--- config.mk ---
export PLATFORM = sky130hd
export DESIGN_NAME = ws2812_queue
export DESIGN_NICKNAME = d
export VERILOG_FILES = /design/src/hw/rtl/ws2812_pkg.sv /design/src/hw/rtl/ws2812_queue.sv
export VERILOG_INCLUDE_DIRS = /design/src /design/src/hw/rtl
export SDC_FILE = /design/constraint.sdc
export NUM_CORES = 1
export LEC_CHECK = 0
export ABC_AREA = 1
export BUFFER_PORTS_ARGS = -buffer_cell sky130_fd_sc_hd__buf_2
export CAP_MARGIN = 20
export CORE_UTILIZATION = 44
export CTS_CLUSTER_DIAMETER = 150
export CTS_CLUSTER_SIZE = 16
export DETAILED_ROUTE_END_ITERATION = 10
export PLACE_DENSITY = 0.71
export SETUP_SLACK_MARGIN = 0.5
export SLEW_MARGIN = 20
export SYNTH_ARGS = -nofsm -noshare
export SYNTH_HDL_FRONTEND = slang
export SYNTH_SLANG_ARGS = --single-unit
--- constraint.sdc ---
create_clock -name i_clk -period 2.3 [get_ports i_clk]
set_input_delay 0.23 -clock i_clk [delete_from_list [all_inputs] [get_ports i_clk]]
set_output_delay 0.23 -clock i_clk [all_outputs]
set_load 0.02 [all_outputs]
--- src/hw/rtl/ws2812_led_strip_driver_top_assert.svh ---
// Assertion macros shared by the LED strip driver RTL.
// No dependencies; the including module provides i_clk and i_rst_n.
`ifndef WS2812_LED_STRIP_DRIVER_TOP_ASSERT_SVH
`define WS2812_LED_STRIP_DRIVER_TOP_ASSERT_SVH
`ifndef SYNTHESIS
// property that must hold at every clock edge out of reset
`define WS2812_ASSERT(lbl, prop, msg) \
    lbl: assert property (@(posedge i_clk) disable iff (!i_rst_n) prop) \
        else $error(msg);
// consequence that must hold in the cycle after the antecedent
`define WS2812_ASSERT_NEXT(lbl, ante, cons, msg) \
    lbl: assert property (@(posedge i_clk) disable iff (!i_rst_n) (ante) |=> (cons)) \
        else $error(msg);
`else
`define WS2812_ASSERT(lbl, prop, msg)
`define WS2812_ASSERT_NEXT(lbl, ante, cons, msg)
`endif
`endif

--- src/hw/rtl/ws2812_pkg.sv ---
// Shared types, codes and constants of the LED strip driver.
// No dependencies; imported by every RTL module of the block.
`default_nettype none

package ws2812_pkg;

    // configuration port
    localparam int CFG_IDX_W  = 3;
    localparam int CFG_DATA_W = 16;

    localparam logic [CFG_IDX_W-1:0] CFG_LED_COUNT  = 3'd0;
    localparam logic [CFG_IDX_W-1:0] CFG_ZERO_HIGH  = 3'd1;
    localparam logic [CFG_IDX_W-1:0] CFG_ONE_HIGH   = 3'd2;
    localparam logic [CFG_IDX_W-1:0] CFG_BIT_PERIOD = 3'd3;
    localparam logic [CFG_IDX_W-1:0] CFG_LATCH      = 3'd4;

    // field widths
    localparam int LED_CNT_W = 9;
    localparam int TICK_W    = 16;
    localparam int BITPOS_W  = 5;
    localparam int COLOR_W   = 24;

    // register reset values
    localparam logic [LED_CNT_W-1:0] RST_LED_COUNT  = 9'd0;
    localparam logic [7:0]           RST_ZERO_HIGH  = 8'd20;
    localparam logic [7:0]           RST_ONE_HIGH   = 8'd40;
    localparam logic [7:0]           RST_BIT_PERIOD = 8'd63;
    localparam logic [TICK_W-1:0]    RST_LATCH      = 16'd2500;

    localparam int MAX_LEDS_DEF = 256;
    localparam logic [BITPOS_W-1:0] BITS_PER_PIXEL = 5'd24;
    localparam int QUEUE_DEPTH = 2;

    typedef enum logic [1:0] {
        REQ_WRITE = 2'd0,
        REQ_READ  = 2'd1,
        REQ_SHOW  = 2'd2,
        REQ_TICK  = 2'd3
    } t_req;

    typedef enum logic [1:0] {
        ST_OK    = 2'd0,
        ST_RANGE = 2'd1,
        ST_BUSY  = 2'd2
    } t_status;

    typedef struct packed {
        logic [1:0] req_type;
        logic [7:0] pixel_index;
        logic [7:0] red_in;
        logic [7:0] green_in;
        logic [7:0] blue_in;
    } t_in_item;

    typedef struct packed {
        logic       line_level;
        logic [1:0] status;
        logic [7:0] red_out;
        logic [7:0] green_out;
        logic [7:0] blue_out;
        logic       busy_res;
    } t_out_item;

    // classified request, color packed green/red/blue from high to low
    typedef struct packed {
        t_req                kind;
        logic [7:0]          index;
        logic [COLOR_W-1:0]  color;
        logic                oor;
    } t_op;

    typedef struct packed {
        logic [7:0]           zero_high;
        logic [7:0]           one_high;
        logic [7:0]           period;
        logic [TICK_W-1:0]    latch;
        logic [LED_CNT_W-1:0] eff_count;
    } t_cfg;

endpackage

`default_nettype wire

--- src/hw/rtl/ws2812_queue.sv ---
// Two-entry queue of classified requests between front and engine.
// Depends on ws2812_pkg and the assertion macro header.
`default_nettype none

module ws2812_queue (
    input  wire logic           i_clk,
    input  wire logic           i_rst_n,
    input  wire logic           i_push,
    input  ws2812_pkg::t_op     i_op,
    output logic                o_full,
    output logic                o_valid,
    input  wire logic           i_pop,
    output ws2812_pkg::t_op     o_head
);
    import ws2812_pkg::*;

`include "ws2812_led_strip_driver_top_assert.svh"

    localparam int PTR_W = (QUEUE_DEPTH > 1) ? $clog2(QUEUE_DEPTH) : 1;
    localparam int CNT_W = $clog2(QUEUE_DEPTH + 1);

    t_op               r_slot [QUEUE_DEPTH];
    logic [PTR_W-1:0]  r_wr_ptr;
    logic [PTR_W-1:0]  r_rd_ptr;
    logic [CNT_W-1:0]  r_count;

    assign o_full  = (r_count == CNT_W'(QUEUE_DEPTH));
    assign o_valid = (r_count != '0);
    assign o_head  = r_slot[r_rd_ptr];

    // storage
    always_ff @(posedge i_clk) begin
        if (i_push) begin
            r_slot[r_wr_ptr] <= i_op;
        end
    end

    // pointers and fill count
    always_ff @(posedge i_clk) begin
        if (!i_rst_n) begin
            r_wr_ptr <= '0;
            r_rd_ptr <= '0;
            r_count  <= '0;
        end else begin
            if (i_push) begin
                r_wr_ptr <= (r_wr_ptr == PTR_W'(QUEUE_DEPTH - 1)) ? '0 : r_wr_ptr + 1'b1;
            end
            if (i_pop) begin
                r_rd_ptr <= (r_rd_ptr == PTR_W'(QUEUE_DEPTH - 1)) ? '0 : r_rd_ptr + 1'b1;
            end
            if (i_push && !i_pop) begin
                r_count <= r_count + 1'b1;
            end else if (!i_push && i_pop) begin
                r_count <= r_count - 1'b1;
            end
        end
    end

    `WS2812_ASSERT(a_q_no_overflow, !(i_push && o_full), "push into full queue")
    `WS2812_ASSERT(a_q_no_underflow, !(i_pop && !o_valid), "pop from empty queue")
    `WS2812_ASSERT(a_q_count_range, r_count <= CNT_W'(QUEUE_DEPTH), "queue count out of range")
    `WS2812_ASSERT_NEXT(a_q_fill, i_push && !i_pop, o_valid, "pushed entry not visible")

endmodule

`default_nettype wire

==> out/qor.csv <==
stage,metric,value,unit
sta,worstMarginPinSlew,0.4970,ns
cts,post_cts_resized,0,
setup_path,crit_path_max_incr_delay,0.38,ns
sta,hold_ws,0.08799,ns
drt,postRouteAntennaNets,0,
power,p_total,3022,uW
setup_path,critPathLaunchType,register,
logic_synthesis,seq_area_frac_synth,0.7573,
cts,clock_sinks,75,
setup_path,worstSetupPathType,reg2out,
worst_hold_path,hp-start,i_op[11],
sta,finalHoldViolCount,0,
final_layout,fin_cells,312,
sta,fin_skew,0.006424,ns
drt,drt_iter0_markers,62,
final_layout,drive_gt1_frac,0.5574,
worst_hold_path,worstHoldEndpoint,r_slot[0][11],
floorplanning,design.die.area,0.006938,sq mm
setup_path,path_cells,buf_4 -> mux2_2 -> buf_2,
grt,antenna_found_initial,0,
logic_synthesis,netlist_instances,144,
logic_synthesis,synth-compound-area-share,0.003442,
setup_path,r2r_slack,0.89,ns
floorplanning,io_pins,76,
cts,insertion_delay,0.33,ns
sta,slew_headroom,0.6683,
cts,hold_buffers,0,
floorplanning,start_util,0.4579,
setup_path,rr_worst_depth,3,
setup_path,worstReg2RegStart,r_wr_ptr,
grt,grt_pass1_vias,1465,
power,vdd_ir_drop_max,0.4786,mV
placement,dp_slack,0.8561,ns
drt,drc,0,
logic_synthesis,synthSimpleGateAreaFrac,0.02582,
logic_synthesis,synth_top_family_by_area,multiplexers,
sta,setup-tns-final,0,ns
floorplanning,rows,29,
sta,rsz0062_at_grt,no,
logic_synthesis,syn_nets,184,
sta,setup_slack,0.5691,ns
logic_synthesis,yosys.area.top_type,edfxtp_1,
flow_run,maxCapViolCount,0,
setup_path,r2r-end,r_slot[1][14],
logic_synthesis,synth_top_area_frac,0.7229,
setup_path,cp-end-kind,output port,
cts,cts-root-buf,clkbuf_8,
floorplanning,core_area,0.006350,sq mm
drt,num_vias,1480,
logic_synthesis,synth_area,0.002908,sq mm
sta,fin_crit_sh,0.7526,
placement,place_hpwl,3074,microns
placement,portBuffers,75,
sta,max_clock_freq,577.7,MHz
logic_synthesis,synthTopCellsByArea,"edfxtp_1 72%, mux2_4 15%, dfxtp_1 3.4%, buf_12 2.1%, mux2_2 1.9%",
cts,clockBufferDepth,2,
drt,wl,4524,microns
grt,grt_max_degree,36,
setup_path,crit_path_top_delay_cell,mux2_2,
cts,cts_max_level,3,
cts,cts_inserted_buffers,9,
grt,overflow,0,
floorplanning,die_w,83.30,microns
final_layout,num-fill-cells,515,
drt,via_per_inst,4.744,
cts,cts_setup_buffers,0,
grt,grtUsageTotal,0.1363,
placement,gp_congestion,0.6672,
grt,grt_pass1_wl,7038,microns
run_status,outcome,"complete, no violations",
power,power_density,844.9,mW/mm^2
drt,firstDrtPassIters,4,
cts,clkTransAtPathRegs,0.07,ns
final_layout,nets,270,
final_layout,area_growth_syn_to_layout,23.02,%
logic_synthesis,synth.avg_cell_area,20.19,sq um
cts,cts_tree,built,
final_layout,antenna_cells,0,
sta,setup_violations,0,
logic_synthesis,ys_types,14,
drt,wire_per_inst,14.50,microns
logic_synthesis,synth_xor_area_frac,0,
setup_path,worstPathMaxFanout,18,
sta,drv_slew,0,
setup_path,cp.arrival,1.50,ns
setup_path,critPathRequiredTime,2.07,ns
floorplanning,die_h,83.30,microns
worst_hold_path,hp-class,in2reg,
worst_hold_path,whs_path_depth,1,
power,p_leak,0.001467,uW
logic_synthesis,synthMuxAreaShare,0.1743,
placement,placed_cells,296,
logic_synthesis,ys_ff_latch,75,
sta,fin_crit,1.731,ns
logic_synthesis,synth_warnings,0,
logic_synthesis,synth_adder_area_share,0.004303,
-- area by class of cell --
cell class,count,area [sq um],area share
tap,77,96.34,0.02693
multi-input combinational,57,611.8,0.1710
clock inverter,6,90.09,0.02518
sequential,75,2203,0.6159
inverter,8,30.03,0.008395
timing repair buffer,79,417.9,0.1168
clock buffer,10,127.6,0.03568
-- Yosys cell counts (all sizes together) --
cell,count
a21oi,1
buf,4
dfxtp,5
edfxtp,70
ha,1
inv,8
mux2,35
nand2,9
nand3,1
nand4,1
nor2,8
o21ai,1
-- worst max-delay path, delay by kind of cell, from the launching register on --
| family | cells | cell delay (ns) |
|---|---|---|
| buffers and inverters | 2 | 0.46 |
| multiplexers | 1 | 0.38 |
| flip-flops | 1 | 0.33 |
-- placed cells by master (no fill, tap or decap), drive strengths merged --
| cell | count |
|---|---|
| buf | 79 |
| edfxtp | 70 |
| mux2 | 35 |
| clkbuf | 10 |
| nand2 | 9 |
| inv | 8 |
| nor2 | 8 |
| dfxtp | 5 |
| clkinv | 3 |
| bufinv | 2 |
| o21ai | 1 |
| a21oi | 1 |
| nand3 | 1 |
| nand4 | 1 |
| ha | 1 |
| clkinvlp | 1 |
-- per-layer routing --
layer | track usage | up-vias | wire length (microns)
li1 | - | 710 | -
met1 | 0.1540 | 729 | 1842
met2 | 0.2347 | 39 | 2449
met3 | 0.03280 | 2 | 201
met4 | 0.07994 | 0 | 30
met5 | 0 | - | 0
-- how the worst max path moves through the flow --
stage | cells after the start | startpoint | end
3_5_place_dp | 3 | r_wr_ptr | r_slot[1][33]
4_1_cts | 3 | register | o_head[20]
6_report | 3 | register | o_head[20]
2_1_floorplan | 1 | r_wr_ptr | r_slot[0][0]
5_1_grt | 3 | register | o_head[20]
3_3_place_gp | 3 | r_wr_ptr | r_slot[1][27]
-- kinds of logic (layout without fill, tap and decap cells) --
kind of cell    Yosys count  count (layout)
flops                    75              75
mux                      35              35
simple gates             19              19
buf+inv                  12             103
compound gates            2               2
fa+ha+maj                 1               1
-- flip-flops by register name, indices dropped and copies added (netlist names), named ones only --
register,count
r_slot,70
r_count,2
r_rd_ptr,1
r_wr_ptr,1
-- report_power, final --
group | leakage [uW] | internal [uW] | switching [uW]
combinational | 0.000662 | 163 | 203
clock | 0.000106 | 613 | 449
sequential | 0.000699 | 1570 | 20.5
total | 0.00147 | 2350 | 673
-- through the flow --
| step | utilization | instance area [sq um] |
|---|---|---|
| 2_1_floorplan | - | 2910 |
| 3_3_place_gp | 0.5291 | 3359 |
| 3_5_place_dp | 0.5291 | 3359 |
| 4_1_cts | 0.5634 | 3577 |
| 5_1_grt | 0.5634 | 3577 |
| 6_report | 0.5634 | 3577 |
(Power assumes the default switching activity.)
