===== src/hw/rtl/ws2812_led_strip_driver_top_assert.svh =====
// Assertion macros shared by the LED strip driver RTL.
// No dependencies; the including module provides i_clk and i_rst_n.
`ifndef WS2812_LED_STRIP_DRIVER_TOP_ASSERT_SVH
`define WS2812_LED_STRIP_DRIVER_TOP_ASSERT_SVH
`ifndef SYNTHESIS
// property that must hold at every clock edge out of reset
`define WS2812_ASSERT(lbl, prop, msg) \
    lbl: assert property (@(posedge i_clk) disable iff (!i_rst_n) prop) \
        else $error(msg);
// consequence that must hold in the cycle after the antecedent
`define WS2812_ASSERT_NEXT(lbl, ante, cons, msg) \
    lbl: assert property (@(posedge i_clk) disable iff (!i_rst_n) (ante) |=> (cons)) \
        else $error(msg);
`else
`define WS2812_ASSERT(lbl, prop, msg)
`define WS2812_ASSERT_NEXT(lbl, ante, cons, msg)
`endif
`endif


===== src/hw/rtl/ws2812_pkg.sv =====
// Shared types, codes and constants of the LED strip driver.
// No dependencies; imported by every RTL module of the block.
`default_nettype none

package ws2812_pkg;

    // configuration port
    localparam int CFG_IDX_W  = 3;
    localparam int CFG_DATA_W = 16;

    localparam logic [CFG_IDX_W-1:0] CFG_LED_COUNT  = 3'd0;
    localparam logic [CFG_IDX_W-1:0] CFG_ZERO_HIGH  = 3'd1;
    localparam logic [CFG_IDX_W-1:0] CFG_ONE_HIGH   = 3'd2;
    localparam logic [CFG_IDX_W-1:0] CFG_BIT_PERIOD = 3'd3;
    localparam logic [CFG_IDX_W-1:0] CFG_LATCH      = 3'd4;

    // field widths
    localparam int LED_CNT_W = 9;
    localparam int TICK_W    = 16;
    localparam int BITPOS_W  = 5;
    localparam int COLOR_W   = 24;

    // register reset values
    localparam logic [LED_CNT_W-1:0] RST_LED_COUNT  = 9'd0;
    localparam logic [7:0]           RST_ZERO_HIGH  = 8'd20;
    localparam logic [7:0]           RST_ONE_HIGH   = 8'd40;
    localparam logic [7:0]           RST_BIT_PERIOD = 8'd63;
    localparam logic [TICK_W-1:0]    RST_LATCH      = 16'd2500;

    localparam int MAX_LEDS_DEF = 256;
    localparam logic [BITPOS_W-1:0] BITS_PER_PIXEL = 5'd24;
    localparam int QUEUE_DEPTH = 2;

    typedef enum logic [1:0] {
        REQ_WRITE = 2'd0,
        REQ_READ  = 2'd1,
        REQ_SHOW  = 2'd2,
        REQ_TICK  = 2'd3
    } t_req;

    typedef enum logic [1:0] {
        ST_OK    = 2'd0,
        ST_RANGE = 2'd1,
        ST_BUSY  = 2'd2
    } t_status;

    typedef struct packed {
        logic [1:0] req_type;
        logic [7:0] pixel_index;
        logic [7:0] red_in;
        logic [7:0] green_in;
        logic [7:0] blue_in;
    } t_in_item;

    typedef struct packed {
        logic       line_level;
        logic [1:0] status;
        logic [7:0] red_out;
        logic [7:0] green_out;
        logic [7:0] blue_out;
        logic       busy_res;
    } t_out_item;

    // classified request, color packed green/red/blue from high to low
    typedef struct packed {
        t_req                kind;
        logic [7:0]          index;
        logic [COLOR_W-1:0]  color;
        logic                oor;
    } t_op;

    typedef struct packed {
        logic [7:0]           zero_high;
        logic [7:0]           one_high;
        logic [7:0]           period;
        logic [TICK_W-1:0]    latch;
        logic [LED_CNT_W-1:0] eff_count;
    } t_cfg;

endpackage

`default_nettype wire


===== src/hw/rtl/ws2812_front.sv =====
// Request front end: accepts input beats and classifies them for the engine.
// Depends on ws2812_pkg.
`default_nettype none

module ws2812_front (
    input  wire logic                           i_in_valid,
    output logic                                o_in_stall,
    input  ws2812_pkg::t_in_item                i_in_item,
    input  wire logic [ws2812_pkg::LED_CNT_W-1:0] i_eff_count,
    input  wire logic                           i_q_full,
    output logic                                o_push,
    output ws2812_pkg::t_op                     o_op
);
    import ws2812_pkg::*;

    // accept whenever the queue has room
    assign o_in_stall = i_q_full;
    assign o_push     = i_in_valid && !i_q_full;

    // decode request and check the index against the strip length
    always_comb begin
        o_op.kind  = t_req'(i_in_item.req_type);
        o_op.index = i_in_item.pixel_index;
        o_op.color = {i_in_item.green_in, i_in_item.red_in, i_in_item.blue_in};
        o_op.oor   = ({1'b0, i_in_item.pixel_index} >= i_eff_count);
    end

endmodule

`default_nettype wire


===== config.mk =====
export PLATFORM = sky130hd
export DESIGN_NAME = ws2812_front
export DESIGN_NICKNAME = d
export VERILOG_FILES = /design/src/hw/rtl/ws2812_led_strip_driver_top_assert.svh /design/src/hw/rtl/ws2812_pkg.sv /design/src/hw/rtl/ws2812_front.sv
export SDC_FILE = /design/constraint.sdc
export NUM_CORES = 1
export LEC_CHECK = 0
export BUFFER_PORTS_ARGS = -buffer_cell sky130_fd_sc_hd__buf_2
export CORE_MARGIN = 10
export CORE_UTILIZATION = 28
export DETAILED_ROUTE_END_ITERATION = 8
export PLACE_DENSITY = 0.93
export REMOVE_ABC_BUFFERS = 1
export SLEW_MARGIN = 20
export SYNTH_ARGS = -nofsm -noshare
export SYNTH_HDL_FRONTEND = slang
export SYNTH_SLANG_ARGS = --single-unit

===== constraint.sdc =====
create_clock -name vclk -period 1.1
set_input_delay 0.165 -clock vclk [all_inputs]
set_output_delay 0.165 -clock vclk [all_outputs]
set_load 0.02 [all_outputs]

==> flow_summary.yaml, run 1 <==
sta:
  period_share_pct: 118.4
  hold_viol: 0
  setup_viol: 1
  whs_ps: 330.1
  slew-limit-headroom_pct: 85.69
  grt_setup_unrepaired: "true"
  post-route-min-period_ps: 1303
  max_freq_mhz: 767.6
  final_max_slew_viol_count: 0
  fin_ws_ps: -202.8
  tightest_slew_ps: 212.8
route:
  drtIter0Drc: 2
  drt_first_pass_iters: 2
  wire_per_inst_um: 24.58
  wl_um: 1794
  ant_nets: 0
  viasPerCell: 4.877
  num_vias: 356
  drc_errors: 0
pwr:
  p_int_w: 0.00009389
  leakagePower_nw: 0.2551
  p_per_area_mw_per_mm2: 421.3
  pwr-share-comb_pct: 100.0
  power_frac_clock_pct: 0
  seq_power_share_pct: 0
  total_power_w: 0.0001866
  p_sw_w: 0.00009273
  swShare_pct: 49.69
  ir_worst_vdd_uv: 140.0
setup_path:
  critPathKind: "in2out"
  path_max_fanout: 2
  end_kind: "primary output"
  cp.arrival_ps: 1140
  required_ps: 940
  startpoint_type: "primary input"
placed_design:
  place_congestion: 0.6386
  dp_hpwl_um: 1557
  pre_cts_slack_ps: -283.6
  numPortBuffers: 30
  placed_cell_area_um2: 372.9
clock_tree:
  post_cts_buffers: 0
  cts_hold_buf: 0
hold_path:
  holdPathStages: 0
  holdCritPathClass: "in2out"
  whs_endpoint: "o_op[34]"
  min_from: "i_in_item[33]"
floorplanning:
  pin_count: 82
  die_y_um: 60.77
  core_mm2: 0.001541
  die_w_um: 60.77
  dieArea_mm2: 0.003693
  placementRows: 14
  start_util_pct: 30.19
synth:
  syn_inst: 62
  yosysSeqAreaShare_pct: 0
  syn_area_per_cell_um2: 7.507
  yosysWarningCount: 0
  synth_cell_types: 14
  syn_area_um2: 465.4
global_route:
  grt_pass1_vias: 403
  antenna_found_initial: 0
  grtUsageTotal_pct: 8.629
  grt_max_degree: 3
  grt_pass1_wl_um: 2283
  grt_overflow: 0
final_layout:
  clockBufferCount: 0
  layout_commonest_cell: "buf_2"
  drive_above_1_share_pct: 66.67
  nets: 112
  fin_area_um2: 442.9
  utilization_pct: 28.73
  nFlopsAndLatches: 0
  mostFrequentLayoutCells: "26 x buf_2, 6 x inv_1, 5 x ha_1"
  regArea_um2: 0
  diodes: 0
  area_growth_pct: -4.839
run_status:
  violations: "negative setup slack"
  status: "finished with violations"
run:
  drv_cap: 0
Yosys cell counts:
cell      number  area [um2]
buf_4         35       262.8
ha_1           8       100.1
inv_1          8       30.03
a211oi_1       1       7.510
a21o_1         1       7.510
a21oi_1        1       5.000
a31oi_1        1       6.260
nand2_1        1       3.750
nand2b_1       1       6.260
nand4b_1       1       8.760
nor2_1         1       3.750
nor2b_1        1       6.260
o31ai_1        1       7.510
o32a_1         1       10.01
layer usage:
layer  vias up  track usage (%)  wire (um)
li1        154                -          -
met1       150            9.573        656
met2        52            10.04        696
met3         0            11.69        442
met4         0                0          0
met5         -            1.429          0
how the worst max path moves through the flow:
stage                   start      end  slack [ps]  cells after the start
4_1_cts         i_in_item[31]  o_op[0]        -210                      6
5_1_grt        i_eff_count[6]  o_op[0]        -270                      6
2_1_floorplan   i_in_item[24]  o_op[0]        -240                      5
3_3_place_gp    i_in_item[30]  o_op[0]        -280                      6
3_5_place_dp    i_in_item[30]  o_op[0]        -280                      6
6_report       i_eff_count[6]  o_op[0]        -200                      6
cell families (layout without fill, tap and decap cells):
group	count (synthesis)	after routing	synth area share (%)
and+or+nand+nor	5	5	6.183
buffers and inverters	43	38	62.90
AOI/OAI and AO/OA	6	6	9.410
adders and majority gates	8	8	21.51
through the flow:
| step | instances | setup TNS, ps |
|---|---|---|
| after global routing | 73 | -268.6 |
| after floorplan | 27 | -243.0 |
| after detailed placement | 73 | -283.6 |
| after global placement | 73 | -275.0 |
| final | 73 | -202.8 |
| after CTS | 73 | -209.6 |
critical path, stage by stage:
cell,delay [ps]
buf_2,80
inv_2,40
ha_4,260
nand4b_1,130
o31ai_1,280
buf_4,190
area by class of cell:
| cell class | count | area [um2] |
|---|---|---|
| multi-input combinational | 19 | 221.5 |
| fill | 174 | 1099 |
| timing repair buffer | 30 | 171.4 |
| tap | 16 | 20.02 |
| inverter | 8 | 30.03 |
power groups by stage:
stage	sequential (W)	combinational, W	clock [W]
global placement	0	0.000148	0
CTS	0	0.000180	0
finish	0	0.000187	0
detailed placement	0	0.000154	0
floorplan	0	0.0000586	0
global route	0	0.000208	0
timing repair:
item / in CTS / in global routing
hold endpoints to repair: 0 / 0
pin swaps: 5 / 3
gates cloned: 0 / 0
endpoints found under the setup margin: 1 / 1
gates resized for setup: 9 / 3
No activity file was read; power rests on OpenSTA's default activity.
==> inputs of run 2 (changes only) <==
PLACE_DENSITY = unset   (was 0.93)
PLACE_DENSITY_LB_ADDON = 0.15   (was unset)
RECOVER_POWER = 50   (was unset)
==> run 2 against run 1 <==
The flow still finishes with violations (negative setup slack). Critical endpoint unchanged. Sequential share of layout area unchanged. Maximum frequency up 1.2%. Utilization up 5.6 points. Count of clock-buffer cells in the layout unchanged.
==> flow_summary.yaml, run 2 (synthesis results as in run 1) <==
setup_path:
  crit_buf_inv: 3
  cp_cell_sequence: "buf_6 > inv_4 > ha_4 > nor2_2 > o32a_1 > o31ai_2 > buf_4"
  cp_top_family: "compound AO/OA/AOI/OAI gates"
  critPathKind: "in2out"
  crit_path_max_incr_delay_ps: 330
  cp.arrival_ps: 1120
  end_kind: "primary output"
  path_max_fanout: 2
  startpoint_type: "primary input"
  required_ps: 940
  crit_slowest_cell: "o32a_1"
sta:
  grt_setup_unrepaired: "true"
  hold_viol: 0
  tightest_slew_ps: 170.9
  final_max_slew_viol_count: 0
  post-route-min-period_ps: 1288
  whs_ps: 330.2
  setup_viol: 1
  fin_ws_ps: -187.6
  slew-limit-headroom_pct: 88.54
  period_share_pct: 117.1
  max_freq_mhz: 776.6
final_layout:
  nFlopsAndLatches: 0
  mostFrequentLayoutCells: "21 x buf_2, 8 x buf_6, 5 x ha_4"
  clockBufferCount: 0
  layout_commonest_cell: "buf_2"
  area_growth_pct: 13.71
  fillers: 158
  multiInputGateArea_um2: 274.0
  nets: 112
  fin_area_um2: 529.3
  diodes: 0
  regArea_um2: 0
  drive_above_1_share_pct: 80.70
placed_design:
  placed_cell_area_um2: 372.9
  numPortBuffers: 30
  place_congestion: 0.6570
clock_tree:
  cts_hold_buf: 0
route:
  viasPerCell: 5.178
  wl_um: 1698
  num_vias: 378
  wire_per_inst_um: 23.26
  drt_first_pass_iters: 1
  ant_nets: 0
  drc_errors: 0
  drtIter0Drc: 0
floorplanning:
  start_util_pct: 30.19
  pin_count: 82
  die_w_um: 60.77
  core_mm2: 0.001541
  placementRows: 14
  dieArea_mm2: 0.003693
  die_y_um: 60.77
run:
  drv_cap: 0
global_route:
  grtUsageTotal_pct: 7.969
  grt_overflow: 0
  antenna_found_initial: 0
  grt_pass1_wl_um: 2201
  grt_pass1_vias: 396
  grt_max_degree: 3
pwr:
  ir_worst_vdd_uv: 148.9
  p_per_area_mw_per_mm2: 432.0
  leakagePower_nw: 0.2719
hold_path:
  holdPathStages: 0
  whs_endpoint: "o_op[13]"
  holdCritPathClass: "in2out"
  min_from: "i_in_item[20]"
run_status:
  status: "finished with violations"
  violations: "negative setup slack"
run 2: changes by cell type in the layout (fill, tap and decap cells not counted):
cell / change
a31oi_1: -1
inv_1: -3
buf_2: -5
inv_4: +1
nand2b_1: -1
buf_6: +5
nand2b_4: +1
ha_1: -2
o31ai_1: -1
inv_2: +2
o31ai_2: +1
a31oi_4: +1
ha_4: +2
run 2: how the worst max path moves through the flow:
stage                        start       to  slack, ps  cells after the start
finish              i_eff_count[7]  o_op[0]       -190                      7
CTS                  i_in_item[31]  o_op[0]       -190                      6
detailed placement   i_in_item[30]  o_op[0]       -280                      6
floorplan            i_in_item[24]  o_op[0]       -240                      5
global placement     i_in_item[30]  o_op[0]       -280                      6
global route        i_eff_count[7]  o_op[0]       -230                      7
run 2: layout make-up:
class	instances	share of cell area (%)
timing repair buffer	30	38.30
inverter	8	6.147
multi-input combinational	19	51.77
tap	16	3.783
run 2: repair_timing:
item / CTS / global route
setup endpoints to repair: 1 / 1
gates resized for setup: 10 / 18
pin swaps: 7 / 11
setup buffers: 0 / 0
run 2: metal layers:
layer	wire, um	global-route usage [%]	up-vias
met5	0	0	-
li1	-	-	154
met3	323	7.516	0
met4	0	0	0
met2	565	7.424	49
met1	808	12.23	175
run 2: through the flow:
step / utilization [%] / total power (W) / setup TNS (ps) / worst slack [ps] / cells
floorplan: - / 0.00005860 / -243.0 / -243.0 / 27
global placement: 24.19 / 0.0001531 / -282.0 / -282.0 / 73
detailed placement: 24.19 / 0.0001524 / -282.1 / -282.1 / 73
CTS: 28.57 / 0.0001811 / -193.7 / -193.7 / 73
global route: 34.33 / 0.0002542 / -226.4 / -226.4 / 73
finish: 34.33 / 0.0002286 / -187.6 / -187.6 / 73
run 2: power breakdown:
group	internal (W)	switching (W)	leakage, nW	total [W]
logic	0.000121	0.000107	0.272	0.000229
clock network	0	0	0	0
registers	0	0	0	0
total	0.000121	0.000107	0.272	0.000229
